==> src/hdl/gprc_pkg.sv <==
// Shared types, constants and helpers of the gamepad report conditioner.
// Depends on nothing; used by every module in hdl.
package gprc_pkg;

    localparam logic [14:0] STICK_FULL  = 15'd32767;
    localparam logic [14:0] LEFT_DZ_RST = 15'd7849;
    localparam logic [14:0] RIGHT_DZ_RST = 15'd8689;

    localparam logic [1:0] REG_LEFT_DZ  = 2'd0;
    localparam logic [1:0] REG_RIGHT_DZ = 2'd1;

    typedef struct packed {
        logic [15:0]        buttons;
        logic [15:0]        changed;
        logic signed [15:0] lx;
        logic signed [15:0] ly;
        logic signed [15:0] rx;
        logic signed [15:0] ry;
        logic [15:0]        ltrig;
        logic [15:0]        rtrig;
    } report_t;

    // Applies the sign and clamps to the full or to the third-scale range.
    function automatic logic [15:0] axis_sat(input logic [15:0] q, input logic neg,
                                             input logic third);
        logic [15:0] res;
        if (!third)
        begin
            if (neg)
                res = 16'(-q);
            else if (q > 16'd32767)
                res = 16'd32767;
            else
                res = q;
        end
        else
        begin
            if (neg)
                res = (q > 16'd16384) ? 16'hC000 : 16'(-q);
            else if (q > 16'd16383)
                res = 16'd16383;
            else
                res = q;
        end
        return res;
    endfunction

endpackage

==> src/hdl/gprc_front.sv <==
// Front end: accepts reports, drops stale or disconnected ones, tracks state.
// Depends on gprc_pkg.
module gprc_front (
    input  logic                    clk,
    input  logic                    rst_n,
    input  logic                    in_valid,
    output logic                    in_ready,
    input  logic                    connected,
    input  logic [31:0]             packet_number,
    input  logic [15:0]             button_bits,
    input  logic signed [15:0]      left_stick_x,
    input  logic signed [15:0]      left_stick_y,
    input  logic signed [15:0]      right_stick_x,
    input  logic signed [15:0]      right_stick_y,
    input  logic [7:0]              left_trigger_raw,
    input  logic [7:0]              right_trigger_raw,
    input  logic                    queue_full,
    output logic                    push,
    output gprc_pkg::report_t       push_data
);

    logic [31:0] last_packet_reg, last_packet_next;
    logic [15:0] last_buttons_reg, last_buttons_next;

    assign in_ready = !queue_full;
    assign push = in_valid && in_ready && connected && (packet_number != last_packet_reg);

    always_comb
    begin
        push_data.buttons = button_bits;
        push_data.changed = button_bits ^ last_buttons_reg;
        push_data.lx      = left_stick_x;
        push_data.ly      = left_stick_y;
        push_data.rx      = right_stick_x;
        push_data.ry      = right_stick_y;
        // Multiplying a byte by 257 just repeats it in both halves.
        push_data.ltrig   = {left_trigger_raw, left_trigger_raw};
        push_data.rtrig   = {right_trigger_raw, right_trigger_raw};
        last_packet_next  = push ? packet_number : last_packet_reg;
        last_buttons_next = push ? button_bits : last_buttons_reg;
    end

    always_ff @(posedge clk or negedge rst_n)
    begin
        if (!rst_n)
        begin
            last_packet_reg  <= '0;
            last_buttons_reg <= '0;
        end
        else
        begin
            last_packet_reg  <= last_packet_next;
            last_buttons_reg <= last_buttons_next;
        end
    end

endmodule

==> src/hdl/gprc_queue.sv <==
// Small register queue that decouples the front end from the stick engine.
// Depends on gprc_pkg.
module gprc_queue #(
    parameter int DEPTH = 2
) (
    input  logic                    clk,
    input  logic                    rst_n,
    input  logic                    push,
    input  gprc_pkg::report_t       push_data,
    input  logic                    pop,
    output gprc_pkg::report_t       pop_data,
    output logic                    full,
    output logic                    empty
);

    localparam int PTR_W = $clog2(DEPTH);
    localparam int CNT_W = $clog2(DEPTH + 1);

    gprc_pkg::report_t entries_reg [DEPTH];
    logic [PTR_W-1:0] wr_ptr_reg, wr_ptr_next;
    logic [PTR_W-1:0] rd_ptr_reg, rd_ptr_next;
    logic [CNT_W-1:0] count_reg, count_next;

    assign full     = (count_reg == CNT_W'(DEPTH));
    assign empty    = (count_reg == '0);
    assign pop_data = entries_reg[rd_ptr_reg];

    always_comb
    begin
        wr_ptr_next = wr_ptr_reg;
        rd_ptr_next = rd_ptr_reg;
        count_next  = count_reg;
        if (push)
            wr_ptr_next = (wr_ptr_reg == PTR_W'(DEPTH - 1)) ? '0 : wr_ptr_reg + 1'b1;
        if (pop)
            rd_ptr_next = (rd_ptr_reg == PTR_W'(DEPTH - 1)) ? '0 : rd_ptr_reg + 1'b1;
        if (push && !pop)
            count_next = count_reg + 1'b1;
        else if (pop && !push)
            count_next = count_reg - 1'b1;
    end

    always_ff @(posedge clk or negedge rst_n)
    begin
        if (!rst_n)
        begin
            wr_ptr_reg <= '0;
            rd_ptr_reg <= '0;
            count_reg  <= '0;
        end
        else
        begin
            wr_ptr_reg <= wr_ptr_next;
            rd_ptr_reg <= rd_ptr_next;
            count_reg  <= count_next;
        end
    end

    always_ff @(posedge clk)
    begin
        if (push)
            entries_reg[wr_ptr_reg] <= push_data;
    end

    a_no_overflow: assert property (@(posedge clk) disable iff (!rst_n) push |-> !full)
        else $error("queue written while full");
    a_no_underflow: assert property (@(posedge clk) disable iff (!rst_n) pop |-> !empty)
        else $error("queue read while empty");
    a_count_step: assert property (@(posedge clk) disable iff (!rst_n)
        (push && !pop) |=> (count_reg == $past(count_reg) + 1'b1))
        else $error("queue count did not follow a write");

endmodule

==> src/hdl/gprc_back.sv <==
// Stick engine: sequenced square root per stick and restoring divider per axis,
// plus the output register. Depends on gprc_pkg.
module gprc_back (
    input  logic                    clk,
    input  logic                    rst_n,
    input  logic [14:0]             left_dz,
    input  logic [14:0]             right_dz,
    input  logic                    queue_empty,
    input  gprc_pkg::report_t       pop_data,
    output logic                    pop,
    output logic                    out_valid,
    input  logic                    out_ready,
    output logic [15:0]             button_state,
    output logic [15:0]             button_changed,
    output logic signed [15:0]      left_axis_x,
    output logic signed [15:0]      left_axis_y,
    output logic signed [14:0]      right_axis_x,
    output logic signed [14:0]      right_axis_y,
    output logic [15:0]             left_trigger_level,
    output logic [15:0]             right_trigger_level
);

    typedef enum logic [9:0] {
        ST_IDLE = 10'b0000000001,
        ST_SQX  = 10'b0000000010,
        ST_SQY  = 10'b0000000100,
        ST_ROOT = 10'b0000001000,
        ST_CHK  = 10'b0000010000,
        ST_DEN  = 10'b0000100000,
        ST_DEN3 = 10'b0001000000,
        ST_NUM  = 10'b0010000000,
        ST_DIV  = 10'b0100000000,
        ST_OUT  = 10'b1000000000
    } state_t;

    state_t             state_reg, state_next;
    gprc_pkg::report_t  item_reg;
    logic               stick_reg;
    logic               axis_reg;
    logic [3:0]         cnt_reg;
    logic [31:0]        acc_reg;
    logic [31:0]        val_reg;
    logic [19:0]        rem_reg;
    logic [15:0]        root_reg;
    logic [14:0]        m_reg;
    logic [32:0]        den_reg;
    logic [45:0]        num_reg;
    logic [47:0]        dsh_reg;
    logic [15:0]        q_reg;
    logic [15:0]        res_reg [4];
    logic               out_valid_reg;

    logic signed [15:0] sx, sy, sv;
    logic [15:0]        ax, ay, av;
    logic [14:0]        dz;
    logic [19:0]        rem_sh, trial;
    logic               rem_ge;
    logic               q_bit;
    logic [15:0]        q_fin;
    logic               load_out;

    always_comb
    begin
        sx    = stick_reg ? item_reg.rx : item_reg.lx;
        sy    = stick_reg ? item_reg.ry : item_reg.ly;
        ax    = sx[15] ? 16'(-sx) : 16'(sx);
        ay    = sy[15] ? 16'(-sy) : 16'(sy);
        sv    = axis_reg ? sy : sx;
        av    = axis_reg ? ay : ax;
        dz    = stick_reg ? right_dz : left_dz;
        rem_sh = {rem_reg[17:0], val_reg[31:30]};
        trial  = {2'b00, root_reg, 2'b01};
        rem_ge = (rem_sh >= trial);
        q_bit  = ({2'b00, num_reg} >= dsh_reg);
        q_fin  = {q_reg[14:0], q_bit};
    end

    assign pop      = (state_reg == ST_IDLE) && !queue_empty;
    assign load_out = (state_reg == ST_OUT) && (!out_valid_reg || out_ready);

    always_comb
    begin
        state_next = state_reg;
        case (state_reg)
            ST_IDLE: if (!queue_empty) state_next = ST_SQX;
            ST_SQX:  state_next = ST_SQY;
            ST_SQY:  state_next = ST_ROOT;
            ST_ROOT: if (cnt_reg == 4'd15) state_next = ST_CHK;
            ST_CHK:
            begin
                if (dz == gprc_pkg::STICK_FULL || root_reg <= {1'b0, dz})
                    state_next = stick_reg ? ST_OUT : ST_SQX;
                else
                    state_next = ST_DEN;
            end
            ST_DEN:  state_next = ST_DEN3;
            ST_DEN3: state_next = ST_NUM;
            ST_NUM:  state_next = ST_DIV;
            ST_DIV:
            begin
                if (cnt_reg == 4'd15)
                begin
                    if (!axis_reg)
                        state_next = ST_NUM;
                    else
                        state_next = stick_reg ? ST_OUT : ST_SQX;
                end
            end
            ST_OUT:  if (load_out) state_next = ST_IDLE;
            default: state_next = ST_IDLE;
        endcase
    end

    always_ff @(posedge clk or negedge rst_n)
    begin
        if (!rst_n)
        begin
            state_reg     <= ST_IDLE;
            out_valid_reg <= 1'b0;
        end
        else
        begin
            state_reg <= state_next;
            if (load_out)
                out_valid_reg <= 1'b1;
            else if (out_ready)
                out_valid_reg <= 1'b0;
        end
    end

    always_ff @(posedge clk)
    begin
        case (state_reg)
            ST_IDLE:
            begin
                item_reg  <= pop_data;
                stick_reg <= 1'b0;
            end
            ST_SQX:  acc_reg <= ax * ax;
            ST_SQY:
            begin
                val_reg  <= acc_reg + ay * ay;
                rem_reg  <= '0;
                root_reg <= '0;
                cnt_reg  <= '0;
            end
            ST_ROOT:
            begin
                // One result bit per cycle, two radicand bits consumed.
                val_reg  <= {val_reg[29:0], 2'b00};
                rem_reg  <= rem_ge ? rem_sh - trial : rem_sh;
                root_reg <= {root_reg[14:0], rem_ge};
                cnt_reg  <= cnt_reg + 1'b1;
            end
            ST_CHK:
            begin
                axis_reg <= 1'b0;
                m_reg    <= (root_reg > {1'b0, gprc_pkg::STICK_FULL})
                            ? gprc_pkg::STICK_FULL - dz : root_reg[14:0] - dz;
                if (dz == gprc_pkg::STICK_FULL || root_reg <= {1'b0, dz})
                begin
                    res_reg[{stick_reg, 1'b0}] <= '0;
                    res_reg[{stick_reg, 1'b1}] <= '0;
                    stick_reg <= 1'b1;
                end
            end
            ST_DEN:  den_reg <= 33'(root_reg * (gprc_pkg::STICK_FULL - dz));
            ST_DEN3: if (stick_reg) den_reg <= den_reg + {den_reg[31:0], 1'b0};
            ST_NUM:
            begin
                num_reg <= {31'(av * m_reg), 15'b0};
                dsh_reg <= {den_reg, 15'b0};
                q_reg   <= '0;
                cnt_reg <= '0;
            end
            ST_DIV:
            begin
                if (q_bit)
                    num_reg <= num_reg - dsh_reg[45:0];
                dsh_reg <= {1'b0, dsh_reg[47:1]};
                q_reg   <= q_fin;
                cnt_reg <= cnt_reg + 1'b1;
                if (cnt_reg == 4'd15)
                begin
                    res_reg[{stick_reg, axis_reg}] <= gprc_pkg::axis_sat(q_fin, sv[15],
                                                                         stick_reg);
                    axis_reg <= 1'b1;
                    if (axis_reg)
                        stick_reg <= 1'b1;
                end
            end
            default: ;
        endcase
        if (load_out)
        begin
            button_state        <= item_reg.buttons;
            button_changed      <= item_reg.changed;
            left_axis_x         <= res_reg[0];
            left_axis_y         <= res_reg[1];
            right_axis_x        <= res_reg[2][14:0];
            right_axis_y        <= res_reg[3][14:0];
            left_trigger_level  <= item_reg.ltrig;
            right_trigger_level <= item_reg.rtrig;
        end
    end

    assign out_valid = out_valid_reg;

    a_pop_only_idle: assert property (@(posedge clk) disable iff (!rst_n)
        pop |=> (state_reg == ST_SQX))
        else $error("engine took an item outside idle");
    a_out_hold: assert property (@(posedge clk) disable iff (!rst_n)
        (out_valid_reg && !out_ready) |=> out_valid_reg)
        else $error("result dropped before it was taken");
    a_root_len: assert property (@(posedge clk) disable iff (!rst_n)
        (state_reg == ST_CHK) |-> ($past(state_reg) == ST_ROOT))
        else $error("magnitude check without finished root");

endmodule

==> src/hdl/gamepad_report_conditioner.sv <==
// Each stick runs a 16-step square root and a magnitude check, then two
// 16-step divisions when it lies outside its dead zone. The engine passes
// through its idle and output states per report and takes a new report
// only in idle, so reports wait in the queue; output stalls hold it in the
// output state. Dropped reports never enter the queue. Reset clears
// packet/button history and loads the dead zones with 7849 and 8689; no
// clearing pass is needed. Top level of the gamepad report conditioner;
// depends on gprc_pkg, gprc_front, gprc_queue and gprc_back.
module gamepad_report_conditioner #(
    parameter int QUEUE_DEPTH = 2
) (
    input  logic               clk,
    input  logic               rst_n,
    input  logic               cfg_valid,
    output logic               cfg_ready,
    input  logic [1:0]         cfg_index,
    input  logic [14:0]        cfg_data,
    input  logic               in_valid,
    output logic               in_ready,
    input  logic               connected,
    input  logic [31:0]        packet_number,
    input  logic [15:0]        button_bits,
    input  logic signed [15:0] left_stick_x,
    input  logic signed [15:0] left_stick_y,
    input  logic signed [15:0] right_stick_x,
    input  logic signed [15:0] right_stick_y,
    input  logic [7:0]         left_trigger_raw,
    input  logic [7:0]         right_trigger_raw,
    output logic               out_valid,
    input  logic               out_ready,
    output logic [15:0]        button_state,
    output logic [15:0]        button_changed,
    output logic signed [15:0] left_axis_x,
    output logic signed [15:0] left_axis_y,
    output logic signed [14:0] right_axis_x,
    output logic signed [14:0] right_axis_y,
    output logic [15:0]        left_trigger_level,
    output logic [15:0]        right_trigger_level
);

    logic [14:0] left_dz_reg, left_dz_next;
    logic [14:0] right_dz_reg, right_dz_next;
    logic        q_push;
    logic        q_pop;
    logic        q_full;
    logic        q_empty;
    gprc_pkg::report_t    push_data, pop_data;

    assign cfg_ready = 1'b1;

    always_comb
    begin
        left_dz_next  = left_dz_reg;
        right_dz_next = right_dz_reg;
        if (cfg_valid)
        begin
            case (cfg_index)
                gprc_pkg::REG_LEFT_DZ:  left_dz_next  = cfg_data;
                gprc_pkg::REG_RIGHT_DZ: right_dz_next = cfg_data;
                default: ;
            endcase
        end
    end

    always_ff @(posedge clk or negedge rst_n)
    begin
        if (!rst_n)
        begin
            left_dz_reg  <= gprc_pkg::LEFT_DZ_RST;
            right_dz_reg <= gprc_pkg::RIGHT_DZ_RST;
        end
        else
        begin
            left_dz_reg  <= left_dz_next;
            right_dz_reg <= right_dz_next;
        end
    end

    gprc_front u_front (
        .clk               (clk),
        .rst_n             (rst_n),
        .in_valid          (in_valid),
        .in_ready          (in_ready),
        .connected         (connected),
        .packet_number     (packet_number),
        .button_bits       (button_bits),
        .left_stick_x      (left_stick_x),
        .left_stick_y      (left_stick_y),
        .right_stick_x     (right_stick_x),
        .right_stick_y     (right_stick_y),
        .left_trigger_raw  (left_trigger_raw),
        .right_trigger_raw (right_trigger_raw),
        .queue_full        (q_full),
        .push              (q_push),
        .push_data         (push_data)
    );

    gprc_queue #(
        .DEPTH (QUEUE_DEPTH)
    ) u_queue (
        .clk       (clk),
        .rst_n     (rst_n),
        .push      (q_push),
        .push_data (push_data),
        .pop       (q_pop),
        .pop_data  (pop_data),
        .full      (q_full),
        .empty     (q_empty)
    );

    gprc_back u_back (
        .clk                 (clk),
        .rst_n               (rst_n),
        .left_dz             (left_dz_reg),
        .right_dz            (right_dz_reg),
        .queue_empty         (q_empty),
        .pop_data            (pop_data),
        .pop                 (q_pop),
        .out_valid           (out_valid),
        .out_ready           (out_ready),
        .button_state        (button_state),
        .button_changed      (button_changed),
        .left_axis_x         (left_axis_x),
        .left_axis_y         (left_axis_y),
        .right_axis_x        (right_axis_x),
        .right_axis_y        (right_axis_y),
        .left_trigger_level  (left_trigger_level),
        .right_trigger_level (right_trigger_level)
    );

endmodule

==> config.mk <==
export PLATFORM = sky130hd
export DESIGN_NAME = gamepad_report_conditioner
export DESIGN_NICKNAME = d
export VERILOG_FILES = /design/src/hdl/gprc_pkg.sv /design/src/hdl/gprc_front.sv /design/src/hdl/gprc_queue.sv /design/src/hdl/gprc_back.sv /design/src/hdl/gamepad_report_conditioner.sv
export SDC_FILE = /design/constraint.sdc
export NUM_CORES = 2
export LEC_CHECK = 0
export BUFFER_PORTS_ARGS = -buffer_cell sky130_fd_sc_hd__buf_2
export CAP_MARGIN = 20
export CORE_ASPECT_RATIO = 0.6
export CORE_MARGIN = 2
export CORE_UTILIZATION = 35
export DETAILED_ROUTE_END_ITERATION = 16
export PLACE_DENSITY = 0.58
export SYNTH_ARGS = -nofsm -noshare
export SYNTH_HDL_FRONTEND = slang
export SYNTH_SLANG_ARGS = --single-unit
==> constraint.sdc <==
create_clock -name clk -period 11.3 [get_ports clk]
set_clock_uncertainty 0.2 [all_clocks]
set_input_delay 2.26 -clock clk [delete_from_list [all_inputs] [get_ports clk]]
set_output_delay 2.26 -clock clk [all_outputs]
set_load 0.005 [all_outputs]
==> results.py <==
metrics = {
    "drt": {
        "drtIter0Drc": 3845,
        "routed_via_density": 4.92,
        "routedWlPerCell_um": 18.7,
        "ant_nets": 0,
        "wl_um": 176000,
        "route.detailed.drc": 0,
        "drt-pass1-iter-count": 5,
        "vias": 46300,
    },
    "logic_synthesis": {
        "syn_inst": 6433,
        "ys_async_sr_fraction": 0.108,
        "ys_ff_latch": 861,
        "ys_seq_area_frac": 0.368,
        "yosysUniqueCellTypes": 101,
        "ys_warn_count": 0,
        "synthFlopType": "edfxtp_1",
        "synth-edff-count": 768,
        "synth_area_mm2": 0.0690,
        "syn_avg_cell_area_um2": 10.7,
    },
    "timing": {
        "layout_min_cycle_time_ns": 10.51,
        "fmax_mhz": 95.2,
        "tightest_slew_ns": 1.15,
        "report.final.slew_viol_count": 0,
        "finalSetupTns_ns": 0,
        "rsz0062_at_grt": "no",
        "hold_violations": 0,
        "finalSetupViolations": 0,
        "fin_crit_sh": 0.930,
        "slew_headroom": 0.210,
    },
    "grt": {
        "grt_usage": 0.177,
        "grt_max_degree": 83,
        "grt_pass1_vias": 47300,
        "overflow": 0,
        "antenna_found_initial": 23,
        "grt_pass1_wl_um": 276000,
    },
    "job": {
        "max-cap-violations": 0,
    },
    "placement": {
        "io_buffers": 278,
        "dpl.cell_count": 9253,
        "post-dp-hpwl_um": 138000,
        "gp_congestion": 0.911,
    },
    "die": {
        "start_util": 0.351,
        "dieHeight_um": 348,
        "core_area_mm2": 0.196,
        "io_pins": 280,
        "dieArea_mm2": 0.201,
        "placementRows": 126,
        "fp.dieW_um": 577,
    },
    "min_path": {
        "hold_class": "reg -> reg",
    },
    "clock_network": {
        "cts_tree": "done",
        "max-clock-path-buffers": 3,
        "postCtsHoldBufs": 0,
        "clk_pin_slew_worst_paths_ns": 0.07,
        "clock-sinks": 861,
        "cts-htree-levels": 3,
        "clk_latency_ns": 0.69,
        "cts_buffers": 82,
        "clock-root-buffer": "clkbuf_16",
    },
    "cells_and_area": {
        "nets": 8104,
        "areaGrowthSynthToFinish_pct": 11.1,
        "largest_register_ffs": 224,
        "layout_common_cells": "inv_1 (1097), edfxtp_1 (768), nand2_1 (745), fa_1 (723), ha_1 (515)",
        "fin_cells": 9413,
        "drive_gt1_frac": 0.108,
        "fillers": 19100,
        "layout_commonest_cell": "inv_1",
    },
    "critical_path": {
        "cp.required_ns": 11.46,
        "critPathMaxStageDelay_ns": 0.55,
        "cpMostUsedCell": "fa_1",
        "arrival_ns": 10.67,
        "critPathLaunchType": "flop",
        "worstSetupEndpointType": "flop",
        "path_max_fanout": 69,
        "critical_path_class": "reg -> reg",
        "crit_slowest_cell": "fa_1",
    },
    "run_status": {
        "status": "finished, final reports clean",
    },
}
-- kinds of logic (layout without fill, tap and decap cells) --
kind of cell,Yosys count,after routing,share of synthesized area
and+or+nand+nor,1737,1737,0.114
buffers and inverters,1322,1649,0.0737
adders and majority gates,1238,1238,0.303
DFF,861,861,0.368
AOI/OAI and AO/OA,780,780,0.0713
xor gates and xnor gates,291,291,0.0372
muxes,202,202,0.0319
other,2,31,0.000109
-- Yosys cell counts, types with 19 or more instances --
master    instances  area share
nor4_1           22      0.0020
nand3_1          44      0.0032
clkbuf_1        163      0.0089
mux2i_1          58      0.0084
nor3_1           65      0.0047
or3_1            19      0.0017
dfrtp_1          77       0.028
a31oi_1          21      0.0019
and2_1          203       0.018
xnor2_1         136       0.017
o21bai_1         28      0.0030
mux2_2          143       0.023
o21ai_0         221       0.016
a21oi_1         210       0.015
nor2b_1          30      0.0027
a211oi_1         31      0.0034
edfxtp_1        768        0.33
xor2_1          153       0.019
inv_1          1097       0.060
a21o_1           92       0.010
o21a_1           30      0.0033
fa_1            723        0.21
and3_1           21      0.0019
ha_1            515       0.093
nand2_1         746       0.041
nand2b_1         45      0.0041
buf_4            22      0.0024
nor2_1          444       0.024
nand4_1          31      0.0028
-- worst paths after layout --
| path | slack, ns | from | depth (start not counted) | endpoint |
|---|---|---|---|---|
| min in group asynchronous | 1.34 | rst_n | 1 | u_front.last_packet_reg[4] |
| worst max register to register | 0.79 | u_back.stick_reg | 36 | u_back.num_reg[44] |
| worst max-delay path | 0.79 | u_back.stick_reg | 36 | u_back.num_reg[44] |
| worst min register to register | 0.22 | u_back.res_reg[1][7] | 0 | left_axis_y[7] |
| worst min-delay path | 0.22 | u_back.res_reg[1][7] | 0 | left_axis_y[7] |
| max in group asynchronous | 8.26 | rst_n | 2 | u_queue.rd_ptr_reg |
-- final cells by class --
class                           instances  area, um^2  area share
Timing Repair Buffer                  383        2210      0.0288
Clock inverter                         50         679     0.00887
Clock buffer                          101        2140      0.0280
Multi-Input combinational cell       4272       38700       0.505
Antenna cell                            7        17.5    0.000229
Tap cell                             2624        3280      0.0429
Sequential cell                       861       25400       0.332
Inverter                             1115        4190      0.0546
-- worst max-delay path, delay by kind of cell, from the launching register on --
kind | cells | cell delay, ns
and+or+nand+nor | 6 | 1.17
AOI/OAI and AO/OA | 12 | 2.88
buffers and inverters | 9 | 1.52
DFF | 1 | 0.46
muxes | 1 | 0.31
xor gates and xnor gates | 1 | 0.16
adders and majority gates | 7 | 3.45
-- stage by stage --
step           setup slack (ns)   util  instance area (um^2)  hold WS, ns
2_1_floorplan              1.67      -                 69100        0.200
3_3_place_gp               1.06  0.376                 73700        0.201
3_5_place_dp              0.740  0.376                 73700        0.205
4_1_cts                   0.659  0.390                 76600        0.220
5_1_grt                  0.0588  0.390                 76600        0.222
6_report                  0.791  0.390                 76600        0.217
-- repair_timing --
item | in CTS | in global routing
gates resized for setup | 0 | 2
setup buffers | 0 | 0
endpoints found under the setup margin | 0 | 1
-- metal layers --
metal / wire length (um) / global-route usage / part of all wire / vias up
met5: 169 / 0 / 0.00096 / -
met4: 2160 / 0.0242 / 0.012 / 26
met3: 16600 / 0.0534 / 0.094 / 167
met2: 69400 / 0.241 / 0.39 / 1472
met1: 87700 / 0.276 / 0.50 / 23100
li1: - / - / - / 21600
Power is not shown: default switching activity piles up to over one toggle a cycle in this logic, so the estimate is an artifact.
